$ cat src/hdl/assert_macros.svh
// Assertion macros shared by the playout scheduler RTL.
`ifndef ASSERT_MACROS_SVH
`define ASSERT_MACROS_SVH

// Check a property at every clock edge outside reset.
`define APSS_ASSERT(label, prop, msg) \
    label: assert property (@(posedge clk) disable iff (!rst_n) prop) else $error(msg);

// Check a property at every clock edge, reset included.
`define APSS_ASSERT_ALWAYS(label, prop, msg) \
    label: assert property (@(posedge clk) prop) else $error(msg);

`endif

$ cat src/hdl/apss_pkg.sv
// Package of types, constants and codes for the audio playout scheduler.
`default_nettype none

package apss_pkg;

    // Scheduling parameters, in stereo frames
    localparam int MIN_QUEUED_FRAMES = 5500;
    localparam int JITTER_FRAMES     = 120;
    localparam int DMA_BUFFER_FRAMES = 1000;
    localparam int DMA_BUFFERS       = 16;
    localparam int MAX_CHUNK_FRAMES  = 3840;

    // Rate and scaling constants
    localparam longint SAMPLE_RATE_HZ = 48000;
    localparam longint US_PER_SECOND  = 1000000;
    localparam longint US_PER_MS      = 1000;
    localparam longint PERCENT_SCALE  = 100;
    localparam longint EXTRA_ATTEN    = 8;
    localparam longint PENDING_MAX    = 65535;

    // Field widths
    localparam int CFG_W       = 14;
    localparam int CFG_IDX_W   = 3;
    localparam int VOL_W       = 7;
    localparam int CMD_W       = 2;
    localparam int TIME_W      = 32;
    localparam int COUNT_W     = 12;
    localparam int SAMPLE_W    = 16;
    localparam int VERDICT_W   = 3;
    localparam int PEND_W      = 16;
    localparam int IN_DATA_W   = 80;
    localparam int OUT_DATA_W  = 80;

    // Queue estimate after reset, saturated to the counter range
    localparam longint PENDING_RESET_RAW = longint'(DMA_BUFFERS) * longint'(DMA_BUFFER_FRAMES);
    localparam longint PENDING_RESET =
        (PENDING_RESET_RAW > PENDING_MAX) ? PENDING_MAX : PENDING_RESET_RAW;

    // Greatest common divisor by repeated subtraction, for elaboration only
    function automatic longint gcd_f(longint a, longint b);
        longint x;
        longint y;
        x = a;
        y = b;
        while (x != y) begin
            if (x > y)
                x = x - y;
            else
                y = y - x;
        end
        return x;
    endfunction

    // Offset in microseconds to offset in frames: times RATE_NUM over RATE_DEN
    localparam longint RATE_GCD = gcd_f(SAMPLE_RATE_HZ, US_PER_SECOND);
    localparam longint RATE_NUM = SAMPLE_RATE_HZ / RATE_GCD;
    localparam longint RATE_DEN = US_PER_SECOND / RATE_GCD;

    // Largest offset in frames that is not deferred
    localparam longint OFF_LIMIT = longint'(MIN_QUEUED_FRAMES) + longint'(JITTER_FRAMES);

    // Offset arithmetic widths
    localparam int DIFF_W    = CFG_W + 1;
    localparam int DIFF_US_W = DIFF_W + $clog2(US_PER_MS + 1);
    localparam int OFFUS_W   = TIME_W + 2;

    // Clamp of the microsecond offset: anything at or above the top is deferred
    localparam int     CLAMP_W   = $clog2(((OFF_LIMIT + 1) * RATE_DEN) / RATE_NUM + 2);
    localparam longint CLAMP_TOP = longint'(1) << CLAMP_W;

    // Offsets at or below minus LATE_US microseconds give a negative frame offset
    localparam longint LATE_US = (RATE_DEN + RATE_NUM - 1) / RATE_NUM;

    // Exact reciprocal for the frame conversion
    localparam int     RATE_IN_W   = CLAMP_W + $clog2(RATE_NUM);
    localparam int     RATE_SHIFT  = RATE_IN_W + $clog2(RATE_DEN);
    localparam longint RATE_RECIP  = ((longint'(1) << RATE_SHIFT) + RATE_DEN - 1) / RATE_DEN;
    localparam longint RATE_K      = RATE_NUM * RATE_RECIP;
    localparam int     RATE_PROD_W = RATE_SHIFT + CLAMP_W;

    // Exact reciprocal for the volume scaling: divide magnitude by percent and attenuation
    localparam longint SCALE_DIV    = PERCENT_SCALE * EXTRA_ATTEN;
    localparam int     PROD_W       = SAMPLE_W + VOL_W + 1;
    localparam int     MAG_W        = SAMPLE_W + VOL_W - 1;
    localparam int     SCALE_SHIFT  = MAG_W + $clog2(SCALE_DIV);
    localparam longint SCALE_RECIP  = ((longint'(1) << SCALE_SHIFT) + SCALE_DIV - 1) / SCALE_DIV;
    localparam int     SCALE_PROD_W = SCALE_SHIFT + SAMPLE_W;

    // Width for frame comparisons in the scheduler
    localparam int CMP_W = ((CLAMP_W > PEND_W) ? CLAMP_W : PEND_W) + 2;

    typedef logic        [CFG_W-1:0]        cfgval_t;
    typedef logic        [VOL_W-1:0]        vol_t;
    typedef logic        [COUNT_W-1:0]      count_t;
    typedef logic        [PEND_W-1:0]       pend_t;
    typedef logic signed [SAMPLE_W-1:0]     sample_t;
    typedef logic signed [TIME_W-1:0]       time_t;
    typedef logic signed [DIFF_W-1:0]       diff_t;
    typedef logic signed [DIFF_US_W-1:0]    diff_us_t;
    typedef logic signed [OFFUS_W-1:0]      offus_t;
    typedef logic        [CLAMP_W-1:0]      clamp_t;
    typedef logic        [RATE_PROD_W-1:0]  rate_prod_t;
    typedef logic signed [PROD_W-1:0]       prod_t;
    typedef logic        [MAG_W-1:0]        mag_t;
    typedef logic        [SCALE_PROD_W-1:0] scale_prod_t;
    typedef logic        [CMP_W-1:0]        cmp_t;

    // Input commands
    typedef enum logic [CMD_W-1:0] {
        CMD_DMA_DONE    = 2'd0,
        CMD_HEADER      = 2'd1,
        CMD_FRAME       = 2'd2,
        CMD_SERVICE_END = 2'd3
    } cmd_t;

    // Result kinds
    typedef enum logic [CMD_W-1:0] {
        KIND_DMA_STATUS   = 2'd0,
        KIND_VERDICT      = 2'd1,
        KIND_FRAME        = 2'd2,
        KIND_SERVICE_FILL = 2'd3
    } kind_t;

    // Chunk verdicts
    typedef enum logic [VERDICT_W-1:0] {
        V_PLAY      = 3'd0,
        V_LATE      = 3'd1,
        V_DEFER     = 3'd2,
        V_TRIM_FAIL = 3'd3,
        V_HOLD      = 3'd4
    } verdict_t;

    // Configuration register indexes
    typedef enum logic [CFG_IDX_W-1:0] {
        REG_BUFFER_TIME = 3'd0,
        REG_LATENCY     = 3'd1,
        REG_VOLUME      = 3'd2,
        REG_MUTE        = 3'd3,
        REG_TIME_SYNCED = 3'd4
    } cfg_reg_t;

    typedef struct packed {
        cfgval_t buffer_time_ms;
        cfgval_t latency_ms;
        vol_t    volume_percent;
        logic    mute;
        logic    time_synced;
    } cfg_t;

    localparam cfg_t CFG_RESET = '{
        buffer_time_ms: '0,
        latency_ms:     '0,
        volume_percent: '0,
        mute:           1'b1,
        time_synced:    1'b0
    };

    // Chunk offset as seen by the scheduler
    typedef struct packed {
        logic   late;
        clamp_t off;
    } off_res_t;

    // One result item
    typedef struct packed {
        kind_t    kind;
        verdict_t verdict;
        pend_t    zero_frames;
        count_t   trimmed_frames;
        sample_t  left_out;
        sample_t  right_out;
        logic     underrun;
        pend_t    queued_frames;
    } res_t;

endpackage

`default_nettype wire

$ cat src/hdl/apss_offset.sv
// Two-stage conversion of a chunk's play time into a clamped frame offset.
`default_nettype none

module apss_offset (
    input  wire logic              clk,
    input  wire logic              en,
    input  wire apss_pkg::time_t   time_us,
    input  wire apss_pkg::cfg_t    cfg,
    output apss_pkg::off_res_t     res
);

    apss_pkg::diff_t      diff;
    apss_pkg::diff_us_t   diff_us;
    apss_pkg::offus_t     off_us;
    logic                 late_next;
    apss_pkg::clamp_t     clamp_next;
    logic                 late_reg;
    apss_pkg::clamp_t     clamp_reg;
    apss_pkg::rate_prod_t rate_prod;
    apss_pkg::off_res_t   res_next;
    apss_pkg::off_res_t   res_reg;

    // Form the offset in microseconds, flag late chunks and clamp the rest
    always_comb
    begin
        diff    = apss_pkg::diff_t'({1'b0, cfg.buffer_time_ms})
                - apss_pkg::diff_t'({1'b0, cfg.latency_ms});
        diff_us = apss_pkg::diff_us_t'(diff) * apss_pkg::diff_us_t'(apss_pkg::US_PER_MS);
        off_us  = apss_pkg::offus_t'(diff_us) + apss_pkg::offus_t'(time_us);
        late_next = (off_us <= apss_pkg::offus_t'(-apss_pkg::LATE_US));
        if (off_us[apss_pkg::OFFUS_W-1])
            clamp_next = '0;
        else if (off_us >= apss_pkg::offus_t'(apss_pkg::CLAMP_TOP))
            clamp_next = '1;
        else
            clamp_next = off_us[apss_pkg::CLAMP_W-1:0];
    end

    always_ff @(posedge clk)
    begin
        if (en)
        begin
            late_reg  <= late_next;
            clamp_reg <= clamp_next;
        end
    end

    // Scale microseconds to frames by the exact reciprocal
    always_comb
    begin
        rate_prod = apss_pkg::rate_prod_t'(clamp_reg)
                  * apss_pkg::rate_prod_t'(apss_pkg::RATE_K);
        res_next.late = late_reg;
        res_next.off  = rate_prod[apss_pkg::RATE_SHIFT +: apss_pkg::CLAMP_W];
    end

    always_ff @(posedge clk)
    begin
        if (en)
            res_reg <= res_next;
    end

    assign res = res_reg;

endmodule

`default_nettype wire

$ cat src/hdl/apss_lane.sv
// Two-stage volume scaler for one channel of a stereo frame.
`default_nettype none

module apss_lane (
    input  wire logic              clk,
    input  wire logic              en,
    input  wire apss_pkg::sample_t sample,
    input  wire apss_pkg::vol_t    volume,
    output apss_pkg::sample_t      scaled
);

    apss_pkg::prod_t       prod;
    logic                  neg_next;
    apss_pkg::mag_t        mag_next;
    logic                  neg_reg;
    apss_pkg::mag_t        mag_reg;
    apss_pkg::scale_prod_t scale_prod;
    logic [apss_pkg::SAMPLE_W-1:0] quot;
    apss_pkg::sample_t     scaled_next;
    apss_pkg::sample_t     scaled_reg;

    // Multiply by volume and split into sign and magnitude
    always_comb
    begin
        prod     = apss_pkg::prod_t'(sample) * apss_pkg::prod_t'({1'b0, volume});
        neg_next = prod[apss_pkg::PROD_W-1];
        mag_next = neg_next ? apss_pkg::mag_t'(-prod) : apss_pkg::mag_t'(prod);
    end

    always_ff @(posedge clk)
    begin
        if (en)
        begin
            neg_reg <= neg_next;
            mag_reg <= mag_next;
        end
    end

    // Divide the magnitude by percent and attenuation, then restore the sign
    always_comb
    begin
        scale_prod  = apss_pkg::scale_prod_t'(mag_reg)
                    * apss_pkg::scale_prod_t'(apss_pkg::SCALE_RECIP);
        quot        = scale_prod[apss_pkg::SCALE_SHIFT +: apss_pkg::SAMPLE_W];
        scaled_next = neg_reg ? apss_pkg::sample_t'(-quot) : apss_pkg::sample_t'(quot);
    end

    always_ff @(posedge clk)
    begin
        if (en)
            scaled_reg <= scaled_next;
    end

    assign scaled = scaled_reg;

endmodule

`default_nettype wire

$ cat src/hdl/apss_sched.sv
// Scheduler stage: queue estimate, chunk verdicts, frame gating and the output register.
`default_nettype none

module apss_sched (
    input  wire logic               clk,
    input  wire logic               rst_n,
    input  wire logic               en,
    input  wire logic               valid,
    input  wire apss_pkg::cmd_t     cmd,
    input  wire apss_pkg::count_t   count,
    input  wire apss_pkg::off_res_t off,
    input  wire apss_pkg::sample_t  left,
    input  wire apss_pkg::sample_t  right,
    input  wire apss_pkg::cfg_t     cfg,
    output logic                    out_valid,
    output apss_pkg::res_t          res
);

    apss_pkg::pend_t  pending_reg;
    apss_pkg::pend_t  pending_next;
    apss_pkg::count_t left_reg;
    apss_pkg::count_t left_next;
    apss_pkg::count_t skip_reg;
    apss_pkg::count_t skip_next;
    logic             out_valid_reg;
    logic             out_valid_next;
    apss_pkg::res_t   res_reg;
    apss_pkg::res_t   res_next;
    logic             emit;
    apss_pkg::count_t n_clamp;
    apss_pkg::cmp_t   pend_c;
    apss_pkg::cmp_t   off_c;
    apss_pkg::cmp_t   skip_c;

    // Decide the result of the item in the last stage and the new state
    always_comb
    begin
        pending_next = pending_reg;
        left_next    = left_reg;
        skip_next    = skip_reg;
        res_next     = '0;
        res_next.kind = apss_pkg::kind_t'(cmd);
        emit         = 1'b1;
        n_clamp = (count > apss_pkg::count_t'(apss_pkg::MAX_CHUNK_FRAMES))
                ? apss_pkg::count_t'(apss_pkg::MAX_CHUNK_FRAMES) : count;
        pend_c  = apss_pkg::cmp_t'(pending_reg);
        off_c   = apss_pkg::cmp_t'(off.off);
        skip_c  = pend_c - off_c;

        case (cmd)
            apss_pkg::CMD_DMA_DONE:
            begin
                // Drop one buffer, clamp on underrun
                if (pending_reg <= apss_pkg::pend_t'(apss_pkg::DMA_BUFFER_FRAMES))
                begin
                    pending_next      = apss_pkg::pend_t'(apss_pkg::DMA_BUFFER_FRAMES);
                    res_next.underrun = 1'b1;
                end
                else
                begin
                    pending_next = pending_reg - apss_pkg::pend_t'(apss_pkg::DMA_BUFFER_FRAMES);
                end
            end
            apss_pkg::CMD_HEADER:
            begin
                // Forget the previous chunk, then rule on this one
                left_next = '0;
                skip_next = '0;
                if (!cfg.time_synced
                    || pending_reg >= apss_pkg::pend_t'(apss_pkg::MIN_QUEUED_FRAMES))
                begin
                    res_next.verdict = apss_pkg::V_HOLD;
                end
                else if (off.late)
                begin
                    res_next.verdict = apss_pkg::V_LATE;
                end
                else if (off_c > apss_pkg::cmp_t'(apss_pkg::OFF_LIMIT))
                begin
                    res_next.verdict = apss_pkg::V_DEFER;
                end
                else if (pend_c + apss_pkg::cmp_t'(apss_pkg::JITTER_FRAMES) < off_c)
                begin
                    // Pad with zeros up to the chunk's offset
                    res_next.verdict     = apss_pkg::V_PLAY;
                    res_next.zero_frames = apss_pkg::pend_t'(off_c - pend_c);
                    pending_next         = off_c[apss_pkg::PEND_W-1:0];
                    left_next            = n_clamp;
                end
                else if (pend_c > off_c + apss_pkg::cmp_t'(apss_pkg::JITTER_FRAMES))
                begin
                    // Trim leading frames unless the whole chunk would go
                    if (skip_c >= apss_pkg::cmp_t'(n_clamp))
                    begin
                        res_next.verdict = apss_pkg::V_TRIM_FAIL;
                    end
                    else
                    begin
                        res_next.verdict        = apss_pkg::V_PLAY;
                        res_next.trimmed_frames = skip_c[apss_pkg::COUNT_W-1:0];
                        skip_next               = skip_c[apss_pkg::COUNT_W-1:0];
                        left_next               = n_clamp - skip_c[apss_pkg::COUNT_W-1:0];
                    end
                end
                else
                begin
                    res_next.verdict = apss_pkg::V_PLAY;
                    left_next        = n_clamp;
                end
            end
            apss_pkg::CMD_FRAME:
            begin
                // Count down trimmed frames, drop stray ones, pass the rest
                if (skip_reg != '0)
                begin
                    skip_next = skip_reg - 1'b1;
                    emit      = 1'b0;
                end
                else if (left_reg == '0)
                begin
                    emit = 1'b0;
                end
                else
                begin
                    left_next          = left_reg - 1'b1;
                    res_next.left_out  = cfg.mute ? '0 : left;
                    res_next.right_out = cfg.mute ? '0 : right;
                    if (pending_reg != apss_pkg::pend_t'(apss_pkg::PENDING_MAX))
                        pending_next = pending_reg + 1'b1;
                end
            end
            apss_pkg::CMD_SERVICE_END:
            begin
                // Top the queue up with zeros
                if (pending_reg < apss_pkg::pend_t'(apss_pkg::MIN_QUEUED_FRAMES))
                begin
                    res_next.zero_frames = apss_pkg::pend_t'(apss_pkg::MIN_QUEUED_FRAMES)
                                         - pending_reg;
                    pending_next         = apss_pkg::pend_t'(apss_pkg::MIN_QUEUED_FRAMES);
                end
            end
            default:
            begin
                emit = 1'b0;
            end
        endcase

        res_next.queued_frames = pending_next;
        out_valid_next         = valid && emit;
    end

    // Advance state on an item in the last stage
    always_ff @(posedge clk or negedge rst_n)
    begin
        if (!rst_n)
        begin
            pending_reg   <= apss_pkg::pend_t'(apss_pkg::PENDING_RESET);
            left_reg      <= '0;
            skip_reg      <= '0;
            out_valid_reg <= 1'b0;
        end
        else if (en)
        begin
            out_valid_reg <= out_valid_next;
            if (valid)
            begin
                pending_reg <= pending_next;
                left_reg    <= left_next;
                skip_reg    <= skip_next;
            end
        end
    end

    // Load the output register whenever it is free or being taken
    always_ff @(posedge clk)
    begin
        if (en)
            res_reg <= res_next;
    end

    assign out_valid = out_valid_reg;
    assign res       = res_reg;

endmodule

`default_nettype wire

$ cat src/hdl/audio_playout_sync_scheduler_unit.sv
// Audio playout scheduler. Takes one item per clock on the s_ stream unless stalled and gives
// at most one result per item on the m_ stream: two stages convert a chunk's play time into
// a frame offset while two parallel lanes scale the left and right samples, and a final
// stage updates the queue estimate and chunk counters and loads the output register. That
// state update is done within the final stage alone, so a new item can enter every cycle;
// the whole pipeline stalls only while a result sits unaccepted in the output register.
// DMA-done ticks, service ends and chunk headers always give a result; a stereo frame gives
// one only when it belongs to a played chunk and is not trimmed. Write the configuration
// registers only while no item is in flight.
`default_nettype none

module audio_playout_sync_scheduler_unit (
    input  wire logic        clk,
    input  wire logic        rst_n,
    // Input items
    input  wire logic        s_tvalid,
    output logic             s_tready,
    // time_to_play_us[31:0], frame_count[43:32], left_in[59:44], right_in[75:60], zero[79:76]
    input  wire logic [79:0] s_tdata,
    // command[1:0]
    input  wire logic [1:0]  s_tuser,
    // Result items
    output logic             m_tvalid,
    input  wire logic        m_tready,
    // verdict[2:0], zero_frames[18:3], trimmed_frames[30:19], left_out[46:31],
    // right_out[62:47], underrun[63], queued_frames[79:64]
    output logic [79:0]      m_tdata,
    // result_kind[1:0]
    output logic [1:0]       m_tuser,
    // Configuration writes
    input  wire logic        cfg_we,
    input  wire logic [2:0]  cfg_index,
    input  wire logic [13:0] cfg_data
);

    `include "assert_macros.svh"

    apss_pkg::cfg_t     cfg_reg;
    apss_pkg::cfg_t     cfg_next;
    logic               en;
    logic               accept;
    logic               v1_reg;
    logic               v2_reg;
    apss_pkg::cmd_t     cmd1_reg;
    apss_pkg::cmd_t     cmd2_reg;
    apss_pkg::count_t   cnt1_reg;
    apss_pkg::count_t   cnt2_reg;
    apss_pkg::off_res_t off;
    apss_pkg::sample_t  left_scaled;
    apss_pkg::sample_t  right_scaled;
    logic               out_valid;
    apss_pkg::res_t     res;

    // Apply configuration writes
    always_comb
    begin
        cfg_next = cfg_reg;
        if (cfg_we)
        begin
            case (apss_pkg::cfg_reg_t'(cfg_index))
                apss_pkg::REG_BUFFER_TIME: cfg_next.buffer_time_ms = cfg_data;
                apss_pkg::REG_LATENCY:     cfg_next.latency_ms     = cfg_data;
                apss_pkg::REG_VOLUME:      cfg_next.volume_percent = cfg_data[apss_pkg::VOL_W-1:0];
                apss_pkg::REG_MUTE:        cfg_next.mute           = cfg_data[0];
                apss_pkg::REG_TIME_SYNCED: cfg_next.time_synced    = cfg_data[0];
                default:                   cfg_next                = cfg_reg;
            endcase
        end
    end

    always_ff @(posedge clk or negedge rst_n)
    begin
        if (!rst_n)
            cfg_reg <= apss_pkg::CFG_RESET;
        else
            cfg_reg <= cfg_next;
    end

    // Advance the pipeline whenever the output register is free or being taken
    assign en       = !m_tvalid || m_tready;
    assign s_tready = en;
    assign accept   = s_tvalid && en;

    // Track item validity through the two arithmetic stages
    always_ff @(posedge clk or negedge rst_n)
    begin
        if (!rst_n)
        begin
            v1_reg <= 1'b0;
            v2_reg <= 1'b0;
        end
        else if (en)
        begin
            v1_reg <= accept;
            v2_reg <= v1_reg;
        end
    end

    // Carry command and frame count alongside
    always_ff @(posedge clk)
    begin
        if (en)
        begin
            cmd1_reg <= apss_pkg::cmd_t'(s_tuser);
            cnt1_reg <= s_tdata[43:32];
            cmd2_reg <= cmd1_reg;
            cnt2_reg <= cnt1_reg;
        end
    end

    apss_offset u_offset (
        .clk     (clk),
        .en      (en),
        .time_us (apss_pkg::time_t'(s_tdata[31:0])),
        .cfg     (cfg_reg),
        .res     (off)
    );

    apss_lane u_lane_left (
        .clk    (clk),
        .en     (en),
        .sample (apss_pkg::sample_t'(s_tdata[59:44])),
        .volume (cfg_reg.volume_percent),
        .scaled (left_scaled)
    );

    apss_lane u_lane_right (
        .clk    (clk),
        .en     (en),
        .sample (apss_pkg::sample_t'(s_tdata[75:60])),
        .volume (cfg_reg.volume_percent),
        .scaled (right_scaled)
    );

    apss_sched u_sched (
        .clk       (clk),
        .rst_n     (rst_n),
        .en        (en),
        .valid     (v2_reg),
        .cmd       (cmd2_reg),
        .count     (cnt2_reg),
        .off       (off),
        .left      (left_scaled),
        .right     (right_scaled),
        .cfg       (cfg_reg),
        .out_valid (out_valid),
        .res       (res)
    );

    // Pack the result item
    assign m_tvalid = out_valid;
    assign m_tuser  = res.kind;
    assign m_tdata  = {res.queued_frames, res.underrun, res.right_out, res.left_out,
                       res.trimmed_frames, res.zero_frames, res.verdict};

    // Nothing is in flight while reset is held
    `APSS_ASSERT_ALWAYS(a_reset_empty, !rst_n |-> !m_tvalid && !v1_reg && !v2_reg, "pipeline not empty in reset")

    // A service end leaves the queue at least at its minimum
    `APSS_ASSERT(a_service_fill, m_tvalid && res.kind == apss_pkg::KIND_SERVICE_FILL |-> res.queued_frames >= apss_pkg::pend_t'(apss_pkg::MIN_QUEUED_FRAMES), "service fill below minimum")

    // An underrun resets the queue to one buffer and comes only with DMA status
    `APSS_ASSERT(a_underrun, m_tvalid && res.underrun |-> res.kind == apss_pkg::KIND_DMA_STATUS && res.queued_frames == apss_pkg::pend_t'(apss_pkg::DMA_BUFFER_FRAMES), "bad underrun result")

    // Zero padding comes only with a play verdict and never with trimming
    `APSS_ASSERT(a_pad_play, m_tvalid && res.kind == apss_pkg::KIND_VERDICT && res.zero_frames != '0 |-> res.verdict == apss_pkg::V_PLAY && res.trimmed_frames == '0, "padding without plain play")

endmodule

`default_nettype wire
$ cat config.mk
export PLATFORM = sky130hd
export DESIGN_NAME = audio_playout_sync_scheduler_unit
export DESIGN_NICKNAME = d
export VERILOG_FILES = /design/src/hdl/apss_pkg.sv /design/src/hdl/apss_offset.sv /design/src/hdl/apss_lane.sv /design/src/hdl/apss_sched.sv /design/src/hdl/audio_playout_sync_scheduler_unit.sv
export VERILOG_INCLUDE_DIRS = /design/src /design/src/hdl
export SDC_FILE = /design/constraint.sdc
export NUM_CORES = 2
export LEC_CHECK = 0
export BUFFER_PORTS_ARGS = -buffer_cell sky130_fd_sc_hd__buf_2
export CAP_MARGIN = 30
export CORE_ASPECT_RATIO = 1.1
export CORE_UTILIZATION = 25
export DETAILED_ROUTE_END_ITERATION = 10
export HOLD_SLACK_MARGIN = 0.05
export PLACE_DENSITY_LB_ADDON = 0.1
export SYNTH_ARGS = -nofsm -noshare
export SYNTH_HDL_FRONTEND = slang
export SYNTH_SLANG_ARGS = --single-unit
$ cat constraint.sdc
create_clock -name clk -period 19 [get_ports clk]
set_input_delay 0.95 -clock clk [delete_from_list [all_inputs] [get_ports clk]]
set_output_delay 0.95 -clock clk [all_outputs]
set_load 0.005 [all_outputs]
Yosys cells after proc, flatten, opt, wreduce, memory -nomap -nowiden
Index checks and enable logic that the tools add are counted.
{"block": "totals", "word_cells": 154, "regBits": 300, "in_bits": 104, "out_inout_bits": 84}
{"block": "op_classes", "n_bitwise": 2, "addsub": 16, "magnitude_cmp": 10, "eq_ne": 11, "mux": 49, "multipliers": 6, "reduce_logical": 23}
{"operator": "12-bit 2-to-1 mux", "count": 16}
{"operator": "16-bit 2-to-1 mux", "count": 11}
{"operator": "22-bit by 22-bit multiplier with 44-bit output, second input constant", "count": 2}
{"operator": "28-bit 2-to-1 mux", "count": 3}
{"operator": "16-bit case mux with 4 select lines", "count": 1}
{"operator": "16-bit by 8-bit multiplier with 24-bit output", "count": 2}
{"operator": "12-bit case mux with 2 select lines", "count": 2}
{"operator": "22-bit 2-to-1 mux", "count": 2}
{"operator": "22-bit negator", "count": 2}
{"operator": "17-bit by 21-bit multiplier with 38-bit output, second input constant", "count": 1}
{"operator": "34-bit by 19-bit >= comparator with 1-bit output, second input constant", "count": 1}
{"operator": "34-bit by 6-bit <= comparator with 1-bit output, second input constant", "count": 1}
{"operator": "25-bit by 32-bit adder with 33-bit output", "count": 1}
{"operator": "13-bit negator with 16-bit output", "count": 2}
{"operator": "16-bit case mux with 2 select lines", "count": 1}
{"operator": "13-bit 2-to-1 mux", "count": 2}
{"operator": "12-bit by 1-bit subtractor with 12-bit output, second input constant", "count": 2}
{"operator": "15-bit by 8-bit multiplier with 22-bit output, second input constant", "count": 1}
{"operator": "19-bit by 12-bit >= comparator with 1-bit output", "count": 1}
{"operator": "16-bit by 19-bit greater-than comparator with 1-bit output", "count": 1}
{"operator": "19-bit by 13-bit less-than comparator with 1-bit output", "count": 1}
{"operator": "16-bit by 7-bit adder with 17-bit output, second input constant", "count": 1}
{"operator": "17-bit 2-to-1 mux", "count": 1}
{"operator": "16-bit by 13-bit subtractor with 17-bit output", "count": 1}
{"operator": "other kinds (38)", "count": 58}

Longest topological paths before layout
{"block": "logic_depth", "ltp_word": 10, "ltp_mapped": 42, "ltp_nobuf": 41}

Modules after synthesis
From an unflattened synthesis, not the netlist that was laid out.
{"block": "hier_totals", "hier_cells": 5802, "hier_area_um2": 55151.6}
{"mod": "apss_lane (u_lane_right)", "instances": 1, "area_per_inst_um2": 15259.6, "seq_area_each_um2": 1171.1, "cells_per_inst": 1593}
{"mod": "apss_lane (u_lane_left)", "instances": 1, "area_per_inst_um2": 14955.6, "seq_area_each_um2": 1171.1, "cells_per_inst": 1551}
{"mod": "apss_offset", "instances": 1, "area_per_inst_um2": 12092.8, "seq_area_each_um2": 960.9, "cells_per_inst": 1332}
{"mod": "apss_sched", "instances": 1, "area_per_inst_um2": 10476.3, "seq_area_each_um2": 3495.9, "cells_per_inst": 1210}
{"mod": "audio_playout_sync_scheduler_unit", "instances": 1, "area_per_inst_um2": 2367.3, "seq_area_each_um2": 1818.0, "cells_per_inst": 116}

Least setup slack after synthesis
Ideal clock, no wire load.
{"block": "synth_timing", "kind": "input to register", "from": "input port m_tready", "to": "register u_sched.skip_reg[11]", "slack_ns": 9.241, "cell_stages": 8, "setup_ns": 0.084, "arrival_time_ns": 9.676, "path_cell_list": "nand2b_1 -> clkbuf_1 -> nand2_1 -> nor2_1 -> nand2_1 -> nor4_1 -> a21oi_1 -> o21ai_0"}
{"block": "synth_between", "elab_chain_cells": 2}
{"element": "from (decl)", "line": "audio_playout_sync_scheduler_unit.sv:24", "source": "input wire logic m_tready,"}
{"element": "1-bit logical OR", "line": "audio_playout_sync_scheduler_unit.sv:80", "source": "assign en = !m_tvalid || m_tready;"}
{"element": "net s_tready", "line": "audio_playout_sync_scheduler_unit.sv:17", "source": "output logic s_tready,"}
{"element": "4-bit AND reduction (no line)"}
{"element": "to (signal assigned)", "line": "apss_sched.sv:169", "source": "skip_reg <= skip_next;"}
{"element": "to (decl)", "line": "apss_sched.sv:23", "source": "apss_pkg::count_t skip_reg;"}
The timed path passes the listed nets, and every way through them passes these cells.
A chain may end at the register's enable or synchronous reset.

Worst setup path in the final report
{"block": "layout_timing", "from": "register cfg_reg[23] (netlist name)", "to": "register u_offset.clamp_reg[16] (data pin)"}
{"block": "layout_between", "elab_chain_cells": 5}
{"element": "from (decl)", "line": "audio_playout_sync_scheduler_unit.sv:38", "source": "apss_pkg::cfg_t cfg_reg;"}
{"element": "from (signal assigned)", "line": "audio_playout_sync_scheduler_unit.sv:74", "source": "cfg_reg <= apss_pkg::CFG_RESET;"}
{"element": "from (signal assigned)", "line": "audio_playout_sync_scheduler_unit.sv:76", "source": "cfg_reg <= cfg_next;"}
{"element": "14-bit by 14-bit subtractor with 15-bit output *", "line": "apss_offset.sv:27", "source": "- apss_pkg::diff_t'({1'b0, cfg.latency_ms});"}
{"element": "15-bit by 8-bit multiplier with 22-bit output *", "line": "apss_offset.sv:28", "source": "diff_us = apss_pkg::diff_us_t'(diff) * apss_pkg::diff_us_t'(apss_pkg::US_PER_MS);"}
{"element": "25-bit by 32-bit adder with 33-bit output *", "line": "apss_offset.sv:29", "source": "off_us = apss_pkg::offus_t'(diff_us) + apss_pkg::offus_t'(time_us);"}
{"element": "34-bit by 19-bit >= comparator with 1-bit output", "line": "apss_offset.sv:33", "source": "else if (off_us >= apss_pkg::offus_t'(apss_pkg::CLAMP_TOP))"}
{"element": "17-bit 2-to-1 mux", "line": "apss_offset.sv:33"}
{"element": "to (signal assigned)", "line": "apss_offset.sv:44", "source": "clamp_reg <= clamp_next;"}
{"element": "to (decl)", "line": "apss_offset.sv:18", "source": "apss_pkg::clamp_t clamp_reg;"}
Mark *: on every way between the ends. The rest lies on a longest branch, timed or not.

==> metrics.txt <==
die area 0.211 sq mm; DR pass1 iterations 5; Reg area 0.00862 sq mm; xor/xnor share of the synthesized area 0.0446; initial antenna violation count 39; final net count 7,246; post-route worst hold slack 0.301 ns; TNS Setup 0 ns; CTS Root Cell clkbuf_16; total global routing overflow 0; leading cell types by total area after synthesis fa_1, ha_1, edfxtp_1; dpl cells 8,241; GP Congestion 0.824; Final Hold Violating Endpoints 0; count of input and output buffers 183; number of standard cells after synthesis 5,394; pin count of the biggest net entering global routing 62; setup repair bufs after CTS 0; share of the synthesized area in the top cell type 0.264; slowest cell delay on critical path 0.73 ns; TritonCTS Buffers 46; number of library cell types mapped by synthesis 89; CP Class reg -> reg; Post-Route Utilization 0.280; max FFs per register 82; count of fill cells added during filler insertion 22,100; Critical Path Sink Type flip-flop; data arrival time of the worst path 11.56 ns; hold crit path type in -> async; DP Wirelength 132,000 um; post-route ant nets 0; area fraction in and, or, nand and nor cells after synthesis 0.109; achievable clock frequency 89.2 MHz; Die Span Y 482 um; Setup crit start kind flip-flop; Syn Area/Cell 9.70 sq um; clk sink count 300; iteration-0 DRC count of the detailed router 1,274; CP Data Required Time 19.35 ns; cell type with the highest aggregate area in the netlist fa_1; Skew-Pair Late Insertion Delay 0.68 ns; H-tree depth reported by CTS 2; unrepaired setup endpoints after global routing false; complex-gate fraction of the synthesized area 0.105; number of hold buffers added after cts 0; footprint of the multi-input gates 0.0392 sq mm; outcome completed; Crit path top cell by count inv_1; count of final setup violators 0; proportion of synthesized chip area in sequential cells 0.165; worst slew margin relative to its limit 0.361; average wire per standard cell 18.6 um; number of global-route vias before repair 40,000; most frequently used flop master after synthesis edfxtp_1; main combinational cell family by area after synthesis adder cells; Final min period 11.21 ns; top cell types by occurrence after synthesis inv_1, ha_1, fa_1, nand2_1, a21oi_1; count of vias placed by the detailed router 37,100; final worst-path cycle share 0.590; wire length of the first global-routing pass 241,000 um; share of async-settable or async-resettable flops after synthesis 0.267; I/O pins 188; clock-pin slew on the worst setup and hold paths 0.06 ns; maximum buffer depth of the clock tree 3; TritonCTS clock tree built; count of flip-flops with a built-in enable after synthesis 220; number of storage elements in the synthesis netlist 300; total global-route track usage 0.148; portion of netlist area occupied by mux cells 0.00842; reported max-cap violation count 0; Syn Nets 7,094; master of the slowest instance on the critical path nor4_4; Worst-Margin Slew 0.953 ns; area of the placeable core 0.207 sq mm; post-route DRC violation count 0; most common cell in the synthesized netlist inv_1; effective utilization at floorplan 0.252; flop-to-flop setup slack 7.79 ns; fraction of layout cells with a size suffix above 1 0.0663; Layout Area Growth over Synthesis 11.0%; synthesized area 0.0523 sq mm; fraction of the mapped netlist area in adder cells 0.481; Gates resized, CTS repair 0; number of vias per cell after detailed routing 4.45; die width 438 um; Max Transition Viols Final 0; number of warning messages in the yosys log 0; Max Fanout on Critical Path 17; filler-free cell count of the finished design 8,329; final wirelength 155,000 um; Site Rows 175; worst clock skew 0.0501 ns
critical path: cells and delay by family (launching register included):
kind | cells | cell delay, ns
AOI/OAI and AO/OA | 14 | 3.31
and+or+nand+nor | 8 | 1.97
DFF | 1 | 0.36
adders and majority gates | 8 | 3.14
xor gates and xnor gates | 4 | 1.59
buffers and inverters | 7 | 0.53
cell type report:
class	instances	area share
antenna	5	0.000216
clock buffer	57	0.0207
clock inverter	26	0.00464
inverter	1089	0.0704
multi-input combinational	3890	0.676
sequential	300	0.148
tap	2743	0.0591
timing repair buffer	219	0.0205
worst paths after layout:
check | start | to | cells after the start
setup / recovery | cfg_reg[23] | u_offset.clamp_reg[16] | 41
hold / removal | rst_n | cfg_reg[4] | 1
setup reg to reg | cfg_reg[23] | u_offset.clamp_reg[16] | 41
hold reg to reg | cmd1_reg[1] | cmd2_reg[1] | 0
max in group asynchronous | rst_n | u_sched.left_reg[8] | 2
min in group clk | cmd1_reg[1] | cmd2_reg[1] | 0
logic make-up (layout without fill, tap and decap cells):
kind of cell	count (synthesis)	after routing
flip-flops	300	300
multiplexers	40	40
adder cells (fa/ha/maj)	1597	1597
buffers and inverters	1204	1391
other	1	6
AO/OA/AOI/OAI	865	865
XOR/XNOR	265	265
AND/OR/NAND/NOR	1122	1122
layer usage:
| layer | up-vias | part of all wire | GRT usage |
|---|---|---|---|
| met4 | 30 | 0.018 | 0.0275 |
| met2 | 464 | 0.49 | 0.260 |
| met3 | 163 | 0.029 | 0.0184 |
| met5 | - | 0.0012 | 0 |
| li1 | 18200 | - | - |
| met1 | 18200 | 0.47 | 0.195 |
cells in the final DEF (no fill, tap or decap), types with 46 or more instances in the layout:
cell type,netlist,layout
a21o_1,94,94
a21oi_1,245,245
and2_1,212,212
buf_2,6,182
clkbuf_16,0,46
dfrtp_1,73,73
edfxtp_1,220,220
fa_1,691,691
ha_1,905,905
inv_1,1086,1086
nand2_1,279,279
nand3_1,69,69
nor2_1,215,214
nor3_1,84,83
o21ai_0,207,207
xnor2_1,189,188
xor2_1,75,75
metrics by stage:
step,instance area (sq um),setup slack [ns]
detailed placement,56500,7.69
CTS,58000,7.61
global placement,56500,7.62
finish,58000,7.79
floorplan,52300,9.24
global route,58000,6.87
Power is not shown: default switching activity piles up to over one toggle a cycle in this logic, so the estimate is an artifact.
